$ cat src/opr_pkg.sv
// ----------------------------------------------------------------------------
// opr_pkg
// Shared types, constants and helper functions of the ovoid point rotator.
// ----------------------------------------------------------------------------
package opr_pkg;

   localparam int unsigned SQRT_STAGES = 16;

   localparam logic [1:0] REG_LENGTH = 2'd0;
   localparam logic [1:0] REG_WIDTH  = 2'd1;
   localparam logic [1:0] REG_HEIGHT = 2'd2;

   localparam logic [15:0] FACTOR_RESET = 16'd4096;

   localparam logic [2:0] PT_FRONT = 3'd1;
   localparam logic [2:0] PT_BACK  = 3'd2;
   localparam logic [2:0] PT_LEFT  = 3'd3;
   localparam logic [2:0] PT_RIGHT = 3'd4;
   localparam logic [2:0] PT_UP    = 3'd5;
   localparam logic [2:0] PT_DOWN  = 3'd6;

   localparam logic [2:0] POINT_LAST_SLOT = 3'd5;
   localparam logic [2:0] ITEM_GAP        = 3'd5;

   localparam logic signed [16:0] HALF_DEG = 17'sd23040;
   localparam logic signed [16:0] FULL_DEG = 17'sd46080;

   localparam logic [14:0] RECIP45_HI = 15'd23302;
   localparam logic [32:0] RECIP45_LO = 33'd6108397933;

   localparam logic signed [33:0] CORDIC_GAIN  = 34'sd652032875;
   localparam logic signed [33:0] QUARTER_TURN = 34'sd1073741824;
   localparam logic signed [33:0] HALF_TURN    = 34'sd2147483648;

   typedef struct packed {
      logic              valid;
      logic              hvalid;
      logic              neg;
      logic [31:0]       rl;
      logic [31:0]       rw;
      logic [31:0]       rh;
      logic signed [33:0] cx;
      logic signed [33:0] cy;
      logic signed [33:0] cz;
      logic              over;
      logic [63:0]       rad;
      logic [35:0]       rem;
      logic [31:0]       root;
   } lane_type;

   function automatic logic [29:0] atan_turn(input logic [4:0] i);
      logic [29:0] v;
      case (i)
         5'd0:    v = 30'd536870912;
         5'd1:    v = 30'd316933406;
         5'd2:    v = 30'd167458907;
         5'd3:    v = 30'd85004756;
         5'd4:    v = 30'd42667331;
         5'd5:    v = 30'd21354465;
         5'd6:    v = 30'd10679838;
         5'd7:    v = 30'd5340245;
         5'd8:    v = 30'd2670163;
         5'd9:    v = 30'd1335087;
         5'd10:   v = 30'd667544;
         5'd11:   v = 30'd333772;
         5'd12:   v = 30'd166886;
         5'd13:   v = 30'd83443;
         5'd14:   v = 30'd41722;
         5'd15:   v = 30'd20861;
         5'd16:   v = 30'd10430;
         5'd17:   v = 30'd5215;
         5'd18:   v = 30'd2608;
         5'd19:   v = 30'd1304;
         5'd20:   v = 30'd652;
         5'd21:   v = 30'd326;
         5'd22:   v = 30'd163;
         5'd23:   v = 30'd81;
         default: v = 30'd0;
      endcase
      return v;
   endfunction

   function automatic logic signed [31:0] sat32(input logic signed [33:0] v);
      logic signed [31:0] r;
      if (v > 34'sd2147483647) begin
         r = 32'sh7FFFFFFF;
      end else if (v < -34'sd2147483648) begin
         r = 32'sh80000000;
      end else begin
         r = v[31:0];
      end
      return r;
   endfunction

endpackage

$ cat src/opr_lane_stage.sv
// ----------------------------------------------------------------------------
// opr_lane_stage
// One pipeline stage: one CORDIC rotation step while STAGE_INDEX < CORDIC_STAGES,
// and two square root digits while STAGE_INDEX < SQRT_STAGES.
module opr_lane_stage import opr_pkg::*; #(
   parameter int unsigned STAGE_INDEX   = 0,
   parameter int unsigned CORDIC_STAGES = 16
) (
   input  logic     clock,
   input  logic     reset,
   input  lane_type lane_prev,
   output lane_type lane_next
);

   lane_type lane_ff, lane_in;

   logic signed [33:0] dx, dy;
   logic signed [33:0] step_angle;
   logic [35:0] trial_rem, trial_sub;

   always_comb begin
      lane_in    = lane_prev;
      dx         = lane_prev.cy >>> STAGE_INDEX;
      dy         = lane_prev.cx >>> STAGE_INDEX;
      step_angle = $signed({4'd0, atan_turn(5'(STAGE_INDEX))});
      trial_rem  = 36'd0;
      trial_sub  = 36'd0;
      if (STAGE_INDEX < CORDIC_STAGES) begin
         if (lane_prev.cz >= 34'sd0) begin
            lane_in.cx = lane_prev.cx - dx;
            lane_in.cy = lane_prev.cy + dy;
            lane_in.cz = lane_prev.cz - step_angle;
         end else begin
            lane_in.cx = lane_prev.cx + dx;
            lane_in.cy = lane_prev.cy - dy;
            lane_in.cz = lane_prev.cz + step_angle;
         end
      end
      if (STAGE_INDEX < SQRT_STAGES) begin
         for (int j = 0; j < 2; j++) begin
            trial_rem = {lane_in.rem[33:0], lane_in.rad[63:62]};
            trial_sub = {2'b00, lane_in.root, 2'b01};
            lane_in.rad = {lane_in.rad[61:0], 2'b00};
            if (trial_rem >= trial_sub) begin
               lane_in.rem  = trial_rem - trial_sub;
               lane_in.root = {lane_in.root[30:0], 1'b1};
            end else begin
               lane_in.rem  = trial_rem;
               lane_in.root = {lane_in.root[30:0], 1'b0};
            end
         end
      end
   end

   always_ff @(posedge clock) begin
      if (reset) begin
         lane_ff <= '0;
      end else begin
         lane_ff <= lane_in;
      end
   end

   assign lane_next = lane_ff;

endmodule

$ cat config.mk
export PLATFORM = sky130hd
export DESIGN_NAME = opr_lane_stage
export DESIGN_NICKNAME = d
export VERILOG_FILES = /design/src/opr_pkg.sv /design/src/opr_lane_stage.sv
export SDC_FILE = /design/constraint.sdc
export NUM_CORES = 1
export LEC_CHECK = 0
export ABC_CLOCK_PERIOD_IN_PS = 15220
export BUFFER_PORTS_ARGS = -buffer_cell sky130_fd_sc_hd__buf_2
export CORE_AREA = 2 2 259 261
export CTS_CLUSTER_SIZE = 28
export DETAILED_ROUTE_END_ITERATION = 16
export DIE_AREA = 0 0 261 263
export GPL_TIMING_DRIVEN = 1
export SYNTH_ARGS = -nofsm -noshare
export SYNTH_HDL_FRONTEND = slang
export SYNTH_SLANG_ARGS = --single-unit
$ cat constraint.sdc
create_clock -name clock -period 15.22 [get_ports clock]
set_input_delay 3.044 -clock clock [delete_from_list [all_inputs] [get_ports clock]]
set_output_delay 3.044 -clock clock [all_outputs]
set_load 0.03 [all_outputs]
After elaboration in Yosys (flattened, before gate mapping) --
Index checks and enable logic that the tools add are counted.
Word-level totals: register bits after elaboration 334, input bits 336, output and inout bits 334, logic and storage cells 27
Operators by class: $add $sub $neg 7, $lt $le $gt $ge 3, muxes and demuxes 3
Operators with widths (count):
- two-way mux 102 bit | 1
- subtractor 34 bit | 3
- greater-or-equal comparator 36 x 34 -> 1 bit | 2
- two-way mux 68 bit | 1
- two-way mux 66 bit | 1
- subtractor 36 x 34 -> 36 bit | 1
- adder 34 x 31 -> 34 bit (second input constant) | 1
- adder 34 bit | 1
- greater-or-equal comparator 34 x 1 -> 1 bit (second input constant) | 1
- subtractor 34 x 31 -> 34 bit (second input constant) | 1

Depth between registers and ports, before layout --
word-level depth 4, gate-level depth with buffers 29, gate-level depth less buffers 23

Worst setup path after synthesis --
Ideal clock, no wire load.
kind input to register, from input port lane_prev[13] (netlist name), to register lane_ff, in the netlist lane_next[65], setup time 0.117 ns, arrival time 7.985 ns, setup slack 7.118 ns, cell stages on the path 27, path buffers 4, path through inv_1 ha_1 buf_4 a211oi_1 o21ai_1 a221oi_2 o221ai_1 or3_1 buf_6 inv_4 buf_2 buf_1 nand2_1 o21ai_0 ha_1 a21o_1 a21o_1 a21o_1 a221o_1 a21oi_1 o21ba_2 o21ai_1 a31oi_1 o21ai_1 a21bo_2 a211o_1 a32o_1
Between the ends: word-level cells in the longest chain between the ends 4, elaborated cells on any way between the ends 6
Ends and longest elaborated chain:
- from (decl) | line opr_lane_stage.sv:11 | input lane_type lane_prev,
- subtractor 34 bit / greater-or-equal comparator 36 x 34 -> 1 bit (equally long branches) | line opr_lane_stage.sv:45, opr_lane_stage.sv:44
- two-way mux 66 bit (*) | line opr_lane_stage.sv:44 | if (trial_rem >= trial_sub) begin
- subtractor 36 x 34 -> 36 bit / greater-or-equal comparator 36 x 34 -> 1 bit (equally long branches) | line opr_lane_stage.sv:45, opr_lane_stage.sv:44
- two-way mux 68 bit (*) | line opr_lane_stage.sv:44
- to (signal assigned) | line opr_lane_stage.sv:59 | lane_ff <= lane_in;
- to (decl) | line opr_lane_stage.sv:15 | lane_type lane_ff, lane_in;
Mark *: on every way between the ends. The rest lies on a longest branch, timed or not. A chain may end at the register's enable or synchronous reset.

Final worst setup path --
from input port lane_prev[3] (netlist name), to register lane_ff, in the netlist lane_next[61]
Same word-level chain as after synthesis.

==> flow_summary_export.csv <==
group,metric,value,unit
timing,fin_hold_ws,2.69,ns
floorplan,die-area,0.0686,mm^2
clock_tree,cts.sinks,329,
power_and_ir_drop,power_leakage,12.0,nW
clock_tree,numCtsBuffers,40,
floorplan,die_w,261,um
power_and_ir_drop,p_switching,1.10,mW
floorplan,start_util,0.285,
outcome,outcome,"complete, no violations",
logic_synthesis,synth_async_sr_flop_share,0,
logic_synthesis,synthFlopType,"dfxtp_1",
power_and_ir_drop,p_int,1.88,mW
floorplan,core_area,0.0656,mm^2
global_route,grt_pass1_vias,17000,
logic_synthesis,synthDistinctLibCells,81,
finish,nets,3354,
power_and_ir_drop,p_total,2.98,mW
logic_synthesis,synthCells,2247,
logic_synthesis,syn_avg_cell_area,8.33,um^2
timing,hold_viol_final,0,
clock_tree,clk_path_buf_depth,3,
routing,route.detailed.drc,0,
logic_synthesis,ys_ff_latch,329,
finish,stdcell_count,3756,
timing,setup_viol,0,
placed_design,gp_congestion,0.934,
timing,rsz0062_at_grt,"false",
placed_design,hpwl,60800,um
setup_path,crit_arrival,9.79,ns
global_route,grt_max_degree,92,
placed_design,place_area,0.0227,mm^2
setup_path,start_kind,"input pin",
finish,n_fill_cell,6868,
floorplan,rows,94,
logic_synthesis,synth.cell_area,0.0187,mm^2
routing,viasPerCell,4.81,
floorplan,dieHeight,263,um
timing,drv_slew,0,
setup_path,crit_type,"in -> reg",
clock_tree,post_cts_buffers,0,
clock_tree,hold_buffers,0,
setup_path,cp-end-kind,"register",
power_and_ir_drop,comb_power_share,0.349,
setup_path,critPathSlowestCell,"or4b_2",
routing,wl_per_cell,19.9,um
routing,wirelength,74900,um
global_route,grt_overflow,0,
timing,post-route-period-util,0.617,
finish,design_area,0.0240,mm^2
setup_path,slowest_delay,0.71,ns
placed_design,placed_cells,3665,
global_route,grt_pass1_wl,107000,um
power_and_ir_drop,max-vdd-ir-drop,0.0908,mV
min_path,worstHoldStart,"lane_prev[333]",
logic_synthesis,synth_edf_count,0,
clock_tree,h-tree-depth,2,
power_and_ir_drop,p_per_area,124,mW/mm^2
global_route,antenna_found_initial,38,
power_and_ir_drop,clock_power_share,0.324,
power_and_ir_drop,pwr-share-seq,0.327,
routing,drt_first_pass_iters,5,
timing,period_needed,9.39,ns
finish,largest_register_ffs,329,
clock_tree,post_cts_resize_count,0,
setup_path,crit_path_cell_trace,"buf_2, inv_1, ha_1, a21oi_1, nand2_1, o21ai_0, a211oi_1, or3_1, inv_4, o21ai_0, ha_1, a21o_1, a21o_1, a21oi_1, a21boi_0, o221ai_1, o2111a_1, o31a_1, or4b_2, buf_4, a211oi_1",
timing,worst_pin_slew,0.999,ns
timing,fmax,0.106,GHz
clock_tree,clkTransAtPathRegs,0.06,ns
floorplan,io_pins,670,
clock_tree,cts_tree,"built",
timing,slew_headroom,0.334,
clock_tree,root_buffer,"clkbuf_16",
setup_path,critPathMaxFanout,67,
placed_design,placement.io_buffers,663,
logic_synthesis,yosys_warnings,0,
finish,area_delta_synth_final,28.5,%
min_path,hp-class,"in -> reg",
routing,vias,18100,
logic_synthesis,seq_area_frac_synth,0.352,
timing,setup_tns,0,ns
setup_path,worstPathRequired,15.62,ns
global_route,grt_usage,0.206,
routing,drt_iter0_drc,1281,
finish,drive_gt1_frac,0.266,
routing,antenna_left,0,
power_and_ir_drop,switching_share,0.370,
job,max-cap-violations,0,
setup_path,critPathLaunch,"lane_prev[3]",
## synth_stat cells (all sizes together), types with 10 or more instances
master | instances | area [um^2]
and3 | 16 | 100
nor2 | 232 | 871
nand2b | 22 | 138
nand3 | 24 | 120
a211oi | 31 | 238
a31oi | 19 | 125
o21a | 12 | 90.1
xnor2 | 86 | 753
dfxtp | 329 | 6590
nand2 | 120 | 453
o21bai | 35 | 263
xor2 | 36 | 315
nand4 | 25 | 156
mux2i | 35 | 363
a21o | 72 | 541
nor3 | 26 | 135
nor4 | 10 | 62.6
o211ai | 10 | 75.1
inv | 162 | 611
clkbuf | 86 | 323
ha | 171 | 2140
a21oi | 167 | 836
buf | 32 | 180
nor2b | 210 | 1310
o21ai | 138 | 691
## final cells by class
type / instances / area (um^2) / share of cell area
Timing Repair Buffer: 669 / 3370 / 0.140
Sequential cell: 329 / 6590 / 0.274
Multi-Input combinational cell: 1638 / 11000 / 0.458
Tap cell: 864 / 1080 / 0.0450
Clock inverter: 23 / 267 / 0.0111
Inverter: 165 / 622 / 0.0259
Antenna cell: 18 / 45.0 / 0.00187
Clock buffer: 50 / 1050 / 0.0436
## metrics by stage
stage,setup WS (ns),utilization
4_1_cts,5.92,0.366
3_3_place_gp,5.34,0.346
3_5_place_dp,5.36,0.346
2_1_floorplan,7.12,-
6_report,5.83,0.366
5_1_grt,5.46,0.366
## metal layers
| layer | GRT usage | wire length (um) | share of wire |
|---|---|---|---|
| met4 | 0.0800 | 2640 | 0.035 |
| met1 | 0.253 | 30900 | 0.41 |
| met3 | 0.0468 | 5630 | 0.075 |
| met2 | 0.347 | 35600 | 0.48 |
| met5 | 0 | 83 | 0.0011 |
## logic make-up (layout without fill, tap and decap cells)
group	Yosys count	count (layout)	share of synthesized area
AOI/OAI and AO/OA	579	579	0.199
xor gates and xnor gates	122	122	0.0571
buffers and inverters	283	907	0.0601
adders and majority gates	175	175	0.119
and+or+nand+nor	721	721	0.193
other	1	22	0.000200
DFF	329	329	0.352
muxes	37	37	0.0206
## worst max-delay path: cells and delay by family
kind            cells  cell delay (ns)
compound gates     12             3.28
simple gates        3             1.42
buf+inv             4             1.22
fa+ha+maj           2             0.78
## cell usage in the layout (no fill, tap or decap), types with 25 or more instances in the layout
cell,count
a211oi_1,30
a21o_1,72
a21oi_1,167
buf_2,662
clkbuf_16,40
dfxtp_1,329
ha_1,171
inv_1,159
mux2i_1,34
nand2_1,119
nand4_1,25
nor2_1,231
nor2b_1,210
nor3_1,25
o21ai_0,134
o21bai_1,35
xnor2_1,86
xor2_1,36
## power by group through the flow
| stage | logic [mW] | clock network (mW) | registers [mW] |
|---|---|---|---|
| global route | 1.13 | 1.03 | 0.982 |
| finish | 1.04 | 0.964 | 0.974 |
| CTS | 1.04 | 0.995 | 0.975 |
| global placement | 1.03 | 0 | 0.990 |
| floorplan | 0.530 | 0 | 1.18 |
| detailed placement | 1.03 | 0 | 0.993 |
## worst paths after layout
kind / endpoint / depth (start not counted)
max: lane_next[61]$_SDFF_PP0_ / 21
min: lane_next[333]$_SDFF_PP0_ / 2
(Power assumes the default switching activity.)
